$ cat src/sv/countdown_timer_pool_unit_assert.svh
// assertion macros for the countdown timer pool
// used by countdown_timer_pool_unit; no other dependencies
`ifndef COUNTDOWN_TIMER_POOL_UNIT_ASSERT_SVH
`define COUNTDOWN_TIMER_POOL_UNIT_ASSERT_SVH
`ifndef SYNTHESIS
`define CTP_ASSERT_IMP(label, clk, rst, ante, cons, msg) \
   label: assert property (@(posedge clk) disable iff (rst) (ante) |-> (cons)) \
      else $error(msg);
`define CTP_ASSERT_NXT(label, clk, rst, ante, cons, msg) \
   label: assert property (@(posedge clk) disable iff (rst) (ante) |=> (cons)) \
      else $error(msg);
`else
`define CTP_ASSERT_IMP(label, clk, rst, ante, cons, msg)
`define CTP_ASSERT_NXT(label, clk, rst, ante, cons, msg)
`endif
`endif

$ cat src/sv/ctp_pkg.sv
// shared types and codes for the countdown timer pool
// no dependencies
package ctp_pkg;

   localparam logic [1:0] KIND_ADD    = 2'd0;
   localparam logic [1:0] KIND_CANCEL = 2'd1;
   localparam logic [1:0] KIND_TICK   = 2'd2;

   localparam logic [2:0] STAT_ADDED     = 3'd0;
   localparam logic [2:0] STAT_FULL      = 3'd1;
   localparam logic [2:0] STAT_CANCELLED = 3'd2;
   localparam logic [2:0] STAT_NOT_FOUND = 3'd3;
   localparam logic [2:0] STAT_EXPIRED   = 3'd4;
   localparam logic [2:0] STAT_TICK_DONE = 3'd5;

   typedef struct packed {
      logic [1:0]  kind;
      logic [15:0] delay;
      logic [7:0]  action;
      logic [31:0] tag;
      logic [3:0]  handle;
   } req_type;

   typedef struct packed {
      logic [2:0]  status;
      logic [3:0]  slot;
      logic [7:0]  fired_action;
      logic [31:0] fired_tag;
      logic        last;
   } rsp_type;

   typedef enum logic [3:0] {
      S_IDLE  = 4'b0001,
      S_SCAN  = 4'b0010,
      S_DRAIN = 4'b0100,
      S_DONE  = 4'b1000
   } state_type;

endpackage

$ cat src/sv/ctp_ram.sv
// generic simple dual-port ram, one write and one registered read port
// no dependencies
module ctp_ram #(
   parameter int WIDTH = 56,
   parameter int DEPTH = 16
) (
   input  logic                     clock,
   input  logic                     wr_en,
   input  logic [$clog2(DEPTH)-1:0] wr_addr,
   input  logic [WIDTH-1:0]         wr_data,
   input  logic                     rd_en,
   input  logic [$clog2(DEPTH)-1:0] rd_addr,
   output logic [WIDTH-1:0]         rd_data
);
   logic [WIDTH-1:0] mem_ff [DEPTH];
   logic [WIDTH-1:0] rd_data_ff;

   always_ff @(posedge clock) begin
      if (wr_en) begin
         mem_ff[wr_addr] <= wr_data;
      end
      if (rd_en) begin
         rd_data_ff <= mem_ff[rd_addr];
      end
   end

   assign rd_data = rd_data_ff;
endmodule

$ cat src/sv/ctp_slot_find.sv
// lowest free slot search over the armed vector
// no dependencies
module ctp_slot_find #(
   parameter int SLOTS = 16
) (
   input  logic [SLOTS-1:0]         armed,
   output logic                     found,
   output logic [$clog2(SLOTS)-1:0] idx
);
   always_comb begin
      found = 1'b0;
      idx   = '0;
      // walk downward so the lowest free slot wins
      for (int i = SLOTS - 1; i >= 0; i--) begin
         if (!armed[i]) begin
            found = 1'b1;
            idx   = ($clog2(SLOTS))'(i);
         end
      end
   end
endmodule

$ cat src/sv/countdown_timer_pool_unit.sv
// countdown timer pool top level: command decode, tick scan and result register
// depends on ctp_pkg, ctp_ram, ctp_slot_find and countdown_timer_pool_unit_assert.svh

// A pool of TIMER_SLOTS one-shot timers. A transaction is taken when start is high
// and busy is low. For add and cancel the result strobes on rsp_valid in the next
// cycle, and a new transaction may be taken in that same cycle. A tick walks the
// timer memory one slot per cycle (one read and one write-back per slot) while busy
// stays high; expiry results strobe as slots reach zero, in ascending slot order,
// and the tick-done result with last set comes out in the cycle busy drops. Results
// are shown for exactly one cycle and must be captured then; there is no way to
// hold them off.
module countdown_timer_pool_unit #(
   parameter int TIMER_SLOTS = 16,
   parameter int DELAY_BITS  = 16
) (
   input  logic             clock,
   input  logic             reset,
   input  logic             start,
   output logic             busy,
   input  ctp_pkg::req_type req_data,
   output logic             rsp_valid,
   output ctp_pkg::rsp_type rsp_data
);
   import ctp_pkg::*;
   `include "countdown_timer_pool_unit_assert.svh"

   localparam int SLOT_BITS  = $clog2(TIMER_SLOTS);
   localparam int ENTRY_BITS = DELAY_BITS + 40;

   state_type              state_ff, state_in;
   logic [TIMER_SLOTS-1:0] armed_ff, armed_in;
   logic [SLOT_BITS-1:0]   scan_ff, scan_in;
   logic                   pend_vld_ff, pend_vld_in;
   logic [SLOT_BITS-1:0]   pend_idx_ff, pend_idx_in;
   logic                   rsp_valid_ff, rsp_valid_in;
   rsp_type                rsp_ff, rsp_in;

   logic                   wr_en;
   logic [SLOT_BITS-1:0]   wr_addr;
   logic [ENTRY_BITS-1:0]  wr_data;
   logic                   rd_en;
   logic [SLOT_BITS-1:0]   rd_addr;
   logic [ENTRY_BITS-1:0]  rd_data;

   logic                   free_found;
   logic [SLOT_BITS-1:0]   free_idx;
   logic                   accept;
   logic [DELAY_BITS-1:0]  add_ticks;
   logic                   hdl_in_range;
   logic [SLOT_BITS-1:0]   hdl_idx;
   logic [DELAY_BITS-1:0]  ent_ticks;
   logic [7:0]             ent_action;
   logic [31:0]            ent_tag;
   logic [DELAY_BITS-1:0]  ent_dec;

   ctp_ram #(
      .WIDTH(ENTRY_BITS),
      .DEPTH(TIMER_SLOTS)
   ) u_ram (
      .clock  (clock),
      .wr_en  (wr_en),
      .wr_addr(wr_addr),
      .wr_data(wr_data),
      .rd_en  (rd_en),
      .rd_addr(rd_addr),
      .rd_data(rd_data)
   );

   ctp_slot_find #(
      .SLOTS(TIMER_SLOTS)
   ) u_find (
      .armed(armed_ff),
      .found(free_found),
      .idx  (free_idx)
   );

   assign busy      = (state_ff != S_IDLE);
   assign accept    = start && !busy;
   assign rsp_valid = rsp_valid_ff;
   assign rsp_data  = rsp_ff;

   // delay is masked to the counter width, zero is taken as one tick
   assign add_ticks = (DELAY_BITS'(req_data.delay) == '0) ? DELAY_BITS'(1)
                                                          : DELAY_BITS'(req_data.delay);

   assign hdl_in_range = (32'(req_data.handle) < 32'(TIMER_SLOTS));
   assign hdl_idx      = SLOT_BITS'(req_data.handle);

   // entry layout: ticks, action, tag
   assign ent_ticks  = rd_data[ENTRY_BITS-1 -: DELAY_BITS];
   assign ent_action = rd_data[39:32];
   assign ent_tag    = rd_data[31:0];
   assign ent_dec    = ent_ticks - DELAY_BITS'(1);

   always_comb begin
      state_in     = state_ff;
      armed_in     = armed_ff;
      scan_in      = scan_ff;
      pend_vld_in  = 1'b0;
      pend_idx_in  = pend_idx_ff;
      rsp_valid_in = 1'b0;
      rsp_in       = '0;
      wr_en        = 1'b0;
      wr_addr      = '0;
      wr_data      = '0;
      rd_en        = 1'b0;
      rd_addr      = scan_ff;

      unique case (state_ff)
         S_IDLE: begin
            if (accept) begin
               case (req_data.kind)
                  KIND_ADD: begin
                     rsp_valid_in = 1'b1;
                     rsp_in.last  = 1'b1;
                     if (free_found) begin
                        armed_in[free_idx] = 1'b1;
                        wr_en              = 1'b1;
                        wr_addr            = free_idx;
                        wr_data            = {add_ticks, req_data.action, req_data.tag};
                        rsp_in.status      = STAT_ADDED;
                        rsp_in.slot        = 4'(free_idx);
                     end else begin
                        rsp_in.status = STAT_FULL;
                     end
                  end
                  KIND_CANCEL: begin
                     rsp_valid_in = 1'b1;
                     rsp_in.last  = 1'b1;
                     rsp_in.slot  = req_data.handle;
                     if (hdl_in_range && armed_ff[hdl_idx]) begin
                        armed_in[hdl_idx] = 1'b0;
                        rsp_in.status     = STAT_CANCELLED;
                     end else begin
                        rsp_in.status = STAT_NOT_FOUND;
                     end
                  end
                  KIND_TICK: begin
                     state_in = S_SCAN;
                     scan_in  = '0;
                  end
                  default: begin
                     state_in = S_IDLE;
                  end
               endcase
            end
         end
         S_SCAN: begin
            rd_en       = 1'b1;
            pend_vld_in = 1'b1;
            pend_idx_in = scan_ff;
            if (scan_ff == SLOT_BITS'(TIMER_SLOTS - 1)) begin
               state_in = S_DRAIN;
            end else begin
               scan_in = scan_ff + SLOT_BITS'(1);
            end
         end
         S_DRAIN: begin
            state_in = S_DONE;
         end
         S_DONE: begin
            rsp_valid_in  = 1'b1;
            rsp_in.status = STAT_TICK_DONE;
            rsp_in.last   = 1'b1;
            state_in      = S_IDLE;
         end
         default: begin
            state_in = S_IDLE;
         end
      endcase

      // read data of the previous scan slot is back: count down and write back
      if (pend_vld_ff && armed_ff[pend_idx_ff]) begin
         wr_en   = 1'b1;
         wr_addr = pend_idx_ff;
         wr_data = {ent_dec, ent_action, ent_tag};
         if (ent_dec == '0) begin
            armed_in[pend_idx_ff] = 1'b0;
            rsp_valid_in          = 1'b1;
            rsp_in.status         = STAT_EXPIRED;
            rsp_in.slot           = 4'(pend_idx_ff);
            rsp_in.fired_action   = ent_action;
            rsp_in.fired_tag      = ent_tag;
            rsp_in.last           = 1'b0;
         end
      end
   end

   always_ff @(posedge clock) begin
      if (reset) begin
         state_ff     <= S_IDLE;
         armed_ff     <= '0;
         pend_vld_ff  <= 1'b0;
         rsp_valid_ff <= 1'b0;
      end else begin
         state_ff     <= state_in;
         armed_ff     <= armed_in;
         pend_vld_ff  <= pend_vld_in;
         rsp_valid_ff <= rsp_valid_in;
      end
      scan_ff     <= scan_in;
      pend_idx_ff <= pend_idx_in;
      rsp_ff      <= rsp_in;
   end

   `CTP_ASSERT_IMP(a_only_expiry_not_last, clock, reset, rsp_valid && !rsp_data.last, rsp_data.status == STAT_EXPIRED, "non-final result is not an expiry")
   `CTP_ASSERT_NXT(a_tick_goes_busy, clock, reset, accept && req_data.kind == KIND_TICK, busy, "tick transaction did not start a scan")
   `CTP_ASSERT_IMP(a_no_pending_idle, clock, reset, state_ff == S_IDLE, !pend_vld_ff, "scan write-back pending while idle")
   `CTP_ASSERT_IMP(a_done_on_release, clock, reset, $fell(busy) && !$past(reset), rsp_valid && rsp_data.status == STAT_TICK_DONE && rsp_data.last, "busy dropped without tick done")
endmodule
$ cat config.mk
export PLATFORM = sky130hd
export DESIGN_NAME = countdown_timer_pool_unit
export DESIGN_NICKNAME = d
export VERILOG_FILES = /design/src/sv/ctp_pkg.sv /design/src/sv/ctp_ram.sv /design/src/sv/ctp_slot_find.sv /design/src/sv/countdown_timer_pool_unit.sv
export VERILOG_INCLUDE_DIRS = /design/src /design/src/sv
export SDC_FILE = /design/constraint.sdc
export NUM_CORES = 1
export LEC_CHECK = 0
export BUFFER_PORTS_ARGS = -buffer_cell sky130_fd_sc_hd__buf_2
export CAP_MARGIN = 20
export CORE_MARGIN = 1.5
export CORE_UTILIZATION = 65
export CTS_CLUSTER_DIAMETER = 50
export DETAILED_ROUTE_END_ITERATION = 16
export PLACE_DENSITY = 0.83
export SLEW_MARGIN = 20
export SYNTH_ARGS = -nofsm -noshare
export SYNTH_HDL_FRONTEND = slang
export SYNTH_SLANG_ARGS = --single-unit
$ cat constraint.sdc
create_clock -name clock -period 19 [get_ports clock]
set_input_delay 2.85 -clock clock [delete_from_list [all_inputs] [get_ports clock]]
set_output_delay 2.85 -clock clock [all_outputs]
set_load 0.05 [all_outputs]
==> Yosys cells after proc, flatten, opt, wreduce, memory -nomap -nowiden <==
Memories as Yosys holds them, arrays and structs flattened. A register that Yosys moved wholly into a read port is not among the register bits.
Cells that the tools add are included.
{ "word_totals": {"reg_bits": 78, "latch_bits": 0, "mem_bits_rw": 896, "rom_bits": 0, "input_bits": 65, "elab_cells": 141, "memories": 1} }
{ "classes": {"addsub": 2, "n_mul": 0, "div_mod_pow": 0, "n_lt_le_gt_ge": 6, "eq_ne": 13, "shifts": 0, "mux": 89, "bitwise": 5, "reduce_logical": 14} }
{ "memory_table": {"columns": ["name", "words", "word_bits", "rd", "rd_ports_with_merged_regs", "write_ports", "line", "text"], "rows": [
  ["u_ram.mem_ff", 16, 56, 1, 1, 1, "ctp_ram.sv:15", "logic [WIDTH-1:0] mem_ff [DEPTH];"]
]} }
{ "op_table": {"columns": ["operator", "count"], "rows": [
  ["$mux 56", 5],
  ["$mux 16", 7],
  ["$mux 4", 27],
  ["$mux 48", 2],
  ["$mux 1", 35],
  ["$and 16x16->16", 2],
  ["$logic_not 16->1", 2],
  ["$not 16->16", 2],
  ["$pmux 16 s2", 1],
  ["$or 16x16->16", 1],
  ["$pmux 4 s2", 2],
  ["$sub 16x1->16 const B", 1],
  ["$lt 4x5->1 const B", 3],
  ["$demux 1 s4", 3],
  ["$ge 4x1->1 const B", 3],
  ["$pmux 4 s3", 1],
  ["$pmux 6 s2", 1],
  ["$bmux 1 s4", 2],
  ["$eq 4x4->1 const B", 2],
  ["$ne 2x2->1 const B", 4],
  ["$mux 6", 1],
  ["$pmux 3 s2", 1],
  ["$logic_and 1x1->1", 5],
  ["$add 4x1->4 const B", 1],
  ["other kinds (15)", 15]
]} }

==> Depth between registers and ports, before layout <==
Gate-level depths: netlist of run 1.
{ "depth": {"word_depth": 28, "ltp_mapped": 10} }

==> Modules after synthesis <==
A second synthesis of run 1 with hierarchy kept.
{ "hier_totals": {"hier_cells": 2020, "hier_area_um2": 39775.6} }
{ "modules_own_cells": {"columns": ["module", "instances", "cells_per_inst", "area_each_um2", "seq_area_each_um2"], "rows": [
  ["ctp_ram", 1, 1445, 35238.8, 28587.4],
  ["countdown_timer_pool_unit", 1, 541, 4370.4, 1641.6],
  ["ctp_slot_find", 1, 34, 166.4, 0.0]
]} }

==> Least setup slack after synthesis of run 1 <==
OpenSTA, ideal clock, no wires.
{ "synth_timing": {"path_type": "input -> register", "start": "input req_data[61] (netlist bit)", "end": "memory u_ram.mem_ff[8][0] (enable)", "setup_time_ns": 0.539, "t_arrival_ns": 7.584, "t_required_ns": 18.461, "setup_slack_ns": 10.877, "path_stages": 6, "cell_sequence": "nand2b_1 > nor3_4 > and3_1 > mux2_2 > nand2_1 > nor3_1"} }
{ "synth_via": {"elab_chain_len": 7, "elab_cells_between_ends": 11} }
{ "synth_lines": {"columns": ["element", "line", "text"], "rows": [
  ["start, declared", "countdown_timer_pool_unit.sv:20", "input ctp_pkg::req_type req_data,"],
  ["$logic_not 2->1 *", "countdown_timer_pool_unit.sv:112", "case (req_data.kind)"],
  ["$mux 1", "countdown_timer_pool_unit.sv:112", null],
  ["$mux 1", "countdown_timer_pool_unit.sv:111", "if (accept) begin"],
  ["$mux 1", "countdown_timer_pool_unit.sv:109", "unique case (state_ff)"],
  ["$mux 1", "countdown_timer_pool_unit.sv:173", "if (pend_vld_ff && armed_ff[pend_idx_ff]) begin"],
  ["$mux 1", "ctp_ram.sv:19", "if (wr_en) begin"],
  ["$mux 1 (not written as such)", "ctp_ram.sv:20", "mem_ff[wr_addr] <= wr_data;"],
  ["end, declared", "ctp_ram.sv:15", null]
]} }
Mark *: on every way between the ends. The rest lies on a longest branch, timed or not.

==> Final worst setup path of run 1 <==
{ "layout_timing": {"start": "input req_data[61] (netlist bit)", "end": "memory u_ram.mem_ff[0][12] (enable)"} }
Same word-level chain as after synthesis.

==> impl_metrics.py, run 1 <==
metrics = {
    "run_status": {
        "status": "complete, no violations",
    },
    "placement": {
        "place_congestion": 0.9142,
        "portBuffers": 114,
        "dp_cells": 2740,
        "hpwl_um": 48970,
    },
    "clock_network": {
        "clock-root-buffer": "clkbuf_16",
        "post_cts_buffers": 0,
        "cts_hold_buf": 0,
        "cts_buffers": 100,
        "numClockSinks": 1030,
        "clk_latency_ps": 670,
        "cts_resized": 0,
        "htreeDepth": 3,
        "clockBufferDepth": 3,
        "cts_tree": "built",
        "clk_pin_slew_ps": 60,
    },
    "layout": {
        "fillCellCount": 3122,
        "area_delta_synth_final_pct": 12.07,
        "final_cells": 2928,
        "utilization": 0.7417,
        "diodes": 0,
        "seqCellArea_um2": 30230,
        "layout-drive-gt1-share": 0.2950,
        "layout.nets": 2129,
        "multi_input_area_um2": 9568,
    },
    "logic_synthesis": {
        "yosysUniqueCellTypes": 81,
        "ys_ff_latch": 1030,
        "synth.top_cell.area_share": 0.7177,
        "synthArstFlopShare": 0,
        "netlist_area_um2": 40170,
        "ys_top_cells_by_area": "edfxtp_1 72%, mux4_2 16%, dfxtp_1 3.5%",
        "syn_avg_cell_area_um2": 21.00,
        "synth_flop_cell": "edfxtp_1",
        "seq_area_frac_synth": 0.7526,
        "synth_edf_count": 960,
        "synth_nets": 1981,
        "yosysTopAreaCell": "edfxtp_1",
        "synthCells": 1913,
        "ys_warn_count": 0,
    },
    "pwr": {
        "totalPowerFinal_mw": 4.610,
        "power_frac_comb": 0.024,
        "p_leak_nw": 14.57,
        "p_per_area_nw_per_um2": 102.4,
        "p_int_mw": 3.679,
        "p_clk_frac": 0.441,
        "p_sw_frac": 0.2019,
        "p_switching_mw": 0.9310,
        "max-vdd-ir-drop_v": 0.00008752,
        "pwr-share-seq": 0.535,
    },
    "routing": {
        "via_per_inst": 7.309,
        "wl_met2_um": 53870,
        "wire_per_inst_um": 35.76,
        "m1WireLength_um": 35660,
        "antenna_left": 0,
        "num_vias": 21400,
        "dr_wl_met3_um": 11050,
        "drtPass1Iterations": 7,
        "top_layer": "met5",
        "wirelength_um": 104700,
        "drc": 0,
        "drt_iter0_drc": 2874,
    },
    "grt": {
        "grt_pass1_vias": 22050,
        "grt_pass1_wl_um": 152000,
        "grt_max_degree": 156,
        "grtUsageTotal": 0.3407,
        "antenna_found_initial": 1,
        "gr-total-overflow": 0,
    },
    "worst_setup_path": {
        "endpoint": "u_ram.mem_ff[0][12]",
        "crit_type": "input port to flop",
        "crit_path_start": "req_data[61]",
        "crit_required_ps": 19280,
        "startpoint_type": "input port",
        "reg2reg_slack_ps": 13940,
        "worstPathMaxFanout": 47,
        "arrival_ps": 6040,
        "r2r_end": "u_ram.mem_ff[5][49]",
        "r2r_cells": 8,
        "worstSetupEndpointType": "flop",
        "reg2reg_from": "pend_idx_ff[1]",
    },
    "floorplan": {
        "ioPinCount": 115,
        "die_x_um": 251.6,
        "die_y_um": 251.6,
        "rows": 90,
        "start_util": 0.6618,
        "core_um2": 60700,
        "dieArea_um2": 63300,
    },
    "timing": {
        "fin_crit_ps": 5765,
        "slew_viol_final": 0,
        "holdWs_ps": 487.0,
        "fmax_mhz": 173.5,
        "hold_viol": 0,
        "clock_skew_ps": 25.16,
        "slew-limit-headroom": 0.2121,
        "setup_tns_ps": 0,
        "grt_setup_unrepaired": "no",
        "worst_pin_slew_ps": 1182,
        "fin_crit_sh": 0.3034,
        "setup_viol_count_final": 0,
    },
    "hold_path": {
        "worstHoldPathType": "flop to flop",
    },
    "job": {
        "drv_cap": 0,
    },
}
==> worst max-delay path, cell delays in order <==
cell and delay [ps]:
buf_2 160, nand2b_1 220, nor3_4 400, nand2_1 140, mux2i_1 180, nand2_1 260
nor3_2 850, buf_4 890
==> sequential cells by signal, summed over array words and instances, names as in the netlist <==
| name | cells |
|---|---|
| state_ff | 4 |
| pend_idx_ff | 4 |
| u_ram.mem_ff | 896 |
| armed_ff | 16 |
| rd_addr | 4 |
| rsp_valid | 1 |
| rsp_data | 48 |
| u_ram.rd_data | 56 |
| pend_vld_ff | 1 |
==> worst min path at each step <==
stage | startpoint | end | slack (ps) | cells past startpoint
4_1_cts | u_ram.rd_data[8] | rsp_data[9] | 480 | 1
3_3_place_gp | u_ram.rd_data[26] | rsp_data[27] | 460 | 1
5_1_grt | u_ram.rd_data[8] | rsp_data[9] | 490 | 1
2_1_floorplan | rd_addr[2] | pend_idx_ff[2] | 420 | 0
6_report | u_ram.rd_data[8] | rsp_data[9] | 490 | 1
3_5_place_dp | u_ram.rd_data[18] | rsp_data[19] | 460 | 1
==> cell usage after synthesis, types with 6 or more instances <==
| cell | instances |
|---|---|
| edfxtp_1 | 960 |
| mux4_2 | 288 |
| nand2_1 | 105 |
| dfxtp_1 | 70 |
| clkbuf_1 | 55 |
| nand3_1 | 50 |
| and2_1 | 47 |
| nor2_1 | 46 |
| buf_2 | 34 |
| a21oi_1 | 26 |
| o21ai_0 | 13 |
| inv_1 | 12 |
| a31oi_1 | 11 |
| nand2b_1 | 11 |
| nand4_1 | 10 |
| nor3_1 | 9 |
| nor4_1 | 9 |
| a22o_1 | 8 |
| xor2_1 | 8 |
| a311oi_1 | 7 |
| nor2b_1 | 6 |
| or3_1 | 6 |
==> layer usage <==
metal,up-vias,global-route usage
met4,2,0.1391
li1,8257,-
met1,11030,0.4507
met3,318,0.06819
met2,1794,0.5654
met5,-,0
==> final cells by class <==
cell class	instances	share of cell area
sequential	1030	0.6715
multi-input combinational	768	0.2125
clock buffer	132	0.06104
tap	782	0.02173
timing repair buffer	148	0.01932
clock inverter	55	0.01276
inverter	13	0.001112
==> power groups by stage <==
stage	Sequential, mW	Combinational [mW]	Clock (mW)
after floorplan	2.52	0.0699	0
after global placement	2.52	0.103	0
after detailed placement	2.52	0.107	0
after CTS	2.47	0.110	2.04
after global routing	2.47	0.117	2.12
final	2.47	0.111	2.03
==> kinds of logic after synthesis <==
group,synth area share
flip-flops,0.7526
AND/OR/NAND/NOR,0.04510
multiplexers,0.1636
AO/OA/AOI/OAI,0.02146
buffers and inverters,0.01311
XOR/XNOR,0.003240
adder cells (fa/ha/maj),0.0009346
==> cells in the final DEF (no fill, tap or decap), types with 17 or more instances in the layout <==
cell type	netlist	final
clkinv_1	0	17
clkbuf_1	55	24
and2_1	47	47
buf_2	34	114
nor2_1	46	34
clkinv_2	0	20
edfxtp_1	960	960
nand2_1	105	105
dfxtp_1	70	70
mux4_2	288	288
nand3_1	50	50
a21oi_1	26	22
clkbuf_16	0	104
buf_4	4	29
==> per-stage QoR <==
stage | setup slack [ps] | area, um^2
2_1_floorplan | 10880 | 40170
3_3_place_gp | 12740 | 41630
3_5_place_dp | 12740 | 41630
4_1_cts | 13370 | 44950
5_1_grt | 13200 | 45020
6_report | 13240 | 45020
No activity file was read; power rests on OpenSTA's default activity.
==> run 2: changes to the inputs <==
ABC_AREA = 1   (was unset)
CORE_UTILIZATION = 56   (was 65)
PLACE_DENSITY = 0.76   (was 0.83)
clock period = 4.6 ns   (was 19 ns; I/O delays follow)
==> impl_metrics.py, run 2 <==
metrics = {
    "timing": {
        "setup_ws_ps": 408.3,
        "slew_viol_final": 0,
        "fin_crit_ps": 4192,
        "clock_skew_ps": 32.21,
        "worst_pin_slew_ps": 1133,
        "fmax_mhz": 238.6,
        "grt_setup_unrepaired": "no",
        "slew-limit-headroom": 0.2370,
        "setup_viol_count_final": 0,
        "hold_viol": 0,
        "fin_crit_sh": 0.9112,
    },
    "pwr": {
        "power_frac_comb": 0.033,
        "max-vdd-ir-drop_v": 0.0003405,
        "pwr-share-seq": 0.528,
        "p_int_mw": 15.39,
        "p_clk_frac": 0.438,
        "p_sw_frac": 0.2038,
        "p_leak_nw": 16.41,
        "p_per_area_nw_per_um2": 414.4,
        "p_switching_mw": 3.940,
    },
    "routing": {
        "wirelength_um": 103100,
        "num_vias": 27030,
        "via_per_inst": 6.244,
        "drc": 0,
        "drtPass1Iterations": 8,
        "antenna_left": 0,
        "drt_iter0_drc": 3422,
        "wire_per_inst_um": 23.81,
    },
    "floorplan": {
        "core_um2": 72710,
        "die_y_um": 273.7,
        "rows": 99,
        "dieArea_um2": 74910,
        "die_x_um": 273.7,
        "ioPinCount": 115,
        "start_util": 0.5644,
    },
    "layout": {
        "final_area_um2": 46650,
        "area_delta_synth_final_pct": 13.69,
        "mostFrequentLayoutCell": "edfxtp_1",
        "diodes": 0,
        "layout_common_cells": "960 x edfxtp_1, 603 x nor2_1, 284 x o21ai_0, 273 x nand2_1, 139 x o32ai_1",
        "layout.nets": 3350,
        "layout-drive-gt1-share": 0.1288,
        "largest_register_ffs": 896,
        "largest_register": "u_ram.mem_ff",
    },
    "logic_synthesis": {
        "synth.top_cell.area_share": 0.7025,
        "yosys.area_share.simple": 0.1085,
        "synth_top_family_by_area": "simple AND/OR/NAND/NOR gates",
        "yosysMostFrequentCell": "edfxtp_1",
        "synthMuxAreaShare": 0.02073,
        "ys_top_cells_by_area": "edfxtp_1 70%, nor2_1 5.7%, o21ai_0 3.6%",
        "synthCells": 3156,
        "yosysTopAreaCell": "edfxtp_1",
        "synth_compound_area_frac": 0.1003,
        "ys_ff_latch": 1030,
        "synthAdderAreaFrac": 0.0009147,
        "netlist_area_um2": 41040,
        "synth_common_cells": "960 x edfxtp_1, 620 x nor2_1, 298 x o21ai_0",
        "yosysUniqueCellTypes": 46,
        "synthArstFlopShare": 0,
        "ys_warn_count": 0,
        "synth_nets": 3224,
        "syn_avg_cell_area_um2": 13.00,
        "synth_edf_count": 960,
        "seq_area_frac_synth": 0.7367,
        "synth_xor_area_frac": 0.002134,
        "synth_flop_cell": "edfxtp_1",
    },
    "clock_network": {
        "clk_latency_ps": 660,
        "cts_tree": "built",
        "numClockSinks": 1030,
        "cts_buffers": 103,
        "cts_hold_buf": 0,
        "clk_pin_slew_ps": 60,
        "htreeDepth": 3,
        "clockBufferDepth": 3,
        "clock-root-buffer": "clkbuf_16",
        "post_cts_buffers": 0,
        "cts_resized": 0,
    },
    "placement": {
        "hpwl_um": 56050,
        "place_congestion": 0.9868,
        "pre_cts_ws_ps": 497.1,
        "dpl_cell_area_um2": 43150,
        "portBuffers": 114,
    },
    "worst_setup_path": {
        "worstSetupEndpointType": "flop",
        "crit_slowest_cell": "buf_4",
        "worstPathMaxFanout": 44,
        "crit_path_frequent_cell": "nand2_1",
        "cpPeakStageDelay_ps": 760,
        "reg2reg_from": "pend_idx_ff[0]",
        "arrival_ps": 4470,
        "startpoint_type": "flop",
        "crit_required_ps": 4870,
        "r2r_cells": 14,
        "r2r_end": "u_ram.mem_ff[11][3]",
        "path_cells": "nand2_1, inv_2, a22oi_1, nand2_1, nand2_1, nand2_1, nor2_4, nor2_8, inv_2, nand2_8, o22ai_2, nand2_1, nor2_4, buf_4",
        "crit_type": "flop to flop",
        "reg2reg_slack_ps": 410,
    },
    "grt": {
        "gr-total-overflow": 0,
        "grt_pass1_wl_um": 154600,
        "grt_pass1_vias": 26430,
        "grtUsageTotal": 0.2716,
        "grt_max_degree": 186,
        "antenna_found_initial": 0,
    },
    "job": {
        "drv_cap": 0,
    },
    "hold_path": {
        "worstHoldEndpoint": "state_ff[3]",
        "hold_start": "reset",
        "whs_path_depth": 2,
        "worstHoldPathType": "input port to flop",
    },
    "run_status": {
        "status": "complete, no violations",
    },
}
==> run 2: changes by cell type in the layout (fill, tap and decap cells not counted), moves of 85 or more <==
| cell | before | now |
|---|---|---|
| nor2_1 | 34 | 603 |
| o221ai_1 | 0 | 85 |
| mux4_2 | 288 | 0 |
| o21ai_0 | 13 | 284 |
| nand2_1 | 105 | 273 |
| o32ai_1 | 1 | 139 |
| inv_1 | 11 | 120 |
==> run 2: critical path, delay by kind of cell, from the launching register on <==
kind            cells  cell delay (ps)
flops               1              480
simple gates        9             1660
buf+inv             3             1250
compound gates      2              370
==> run 2: layer usage <==
metal	global-route usage	routed length [um]	up-vias
met1	0.3725	40040	13190
met3	0.04132	9642	284
li1	-	-	11930
met5	0	0	-
met2	0.4324	49250	1621
met4	0.1234	4154	0
==> run 2: cell families (layout without fill, tap and decap cells) <==
group	count (synthesis)	in the layout
buf+inv	329	543
mux	85	85
simple gates	1083	1083
flops	1030	1030
xor+xnor	10	10
fa+ha+maj	3	3
compound gates	616	616
==> run 2: power by group through the flow <==
stage | Sequential (mW) | Combinational [mW] | Clock, mW
detailed placement | 10.4 | 0.631 | 0
floorplan | 10.4 | 0.390 | 0
global placement | 10.4 | 0.612 | 0
global route | 10.2 | 0.698 | 8.91
CTS | 10.2 | 0.636 | 8.55
finish | 10.2 | 0.646 | 8.48
==> run 2: how the worst max path moves through the flow <==
| stage | from | end | cells past startpoint |
|---|---|---|---|
| after floorplan | req_data[61] | u_ram.mem_ff[11][0] | 9 |
| after global placement | pend_idx_ff[0] | u_ram.mem_ff[11][12] | 14 |
| after detailed placement | pend_idx_ff[0] | u_ram.mem_ff[11][13] | 14 |
| after CTS | pend_idx_ff[0] | u_ram.mem_ff[11][10] | 14 |
| after global routing | pend_idx_ff[0] | u_ram.mem_ff[11][10] | 14 |
| final | pend_idx_ff[0] | u_ram.mem_ff[11][3] | 14 |
==> run 2: layout make-up <==
cell class,count,area (um^2)
Sequential cell,1030,30230
Fill cell,4991,26060
Inverter,139,531.8
Tap cell,959,1200
Multi-Input combinational cell,1797,9699
Timing Repair Buffer,211,1526
Clock inverter,53,595.6
Clock buffer,140,2870
==> run 2: through the flow <==
stage | cells | util | setup TNS [ps] | hold WS [ps] | total power [mW]
6_report | 4329 | 0.6416 | 0 | 289.8 | 19.33
5_1_grt | 4329 | 0.6416 | 0 | 285.6 | 19.81
4_1_cts | 4326 | 0.6410 | 0 | 261.8 | 19.39
3_5_place_dp | 4133 | 0.5934 | 0 | 462.6 | 11.04
3_3_place_gp | 4129 | 0.5931 | 0 | 464.1 | 11.02
2_1_floorplan | 3156 | - | -86750 | 424.4 | 10.80
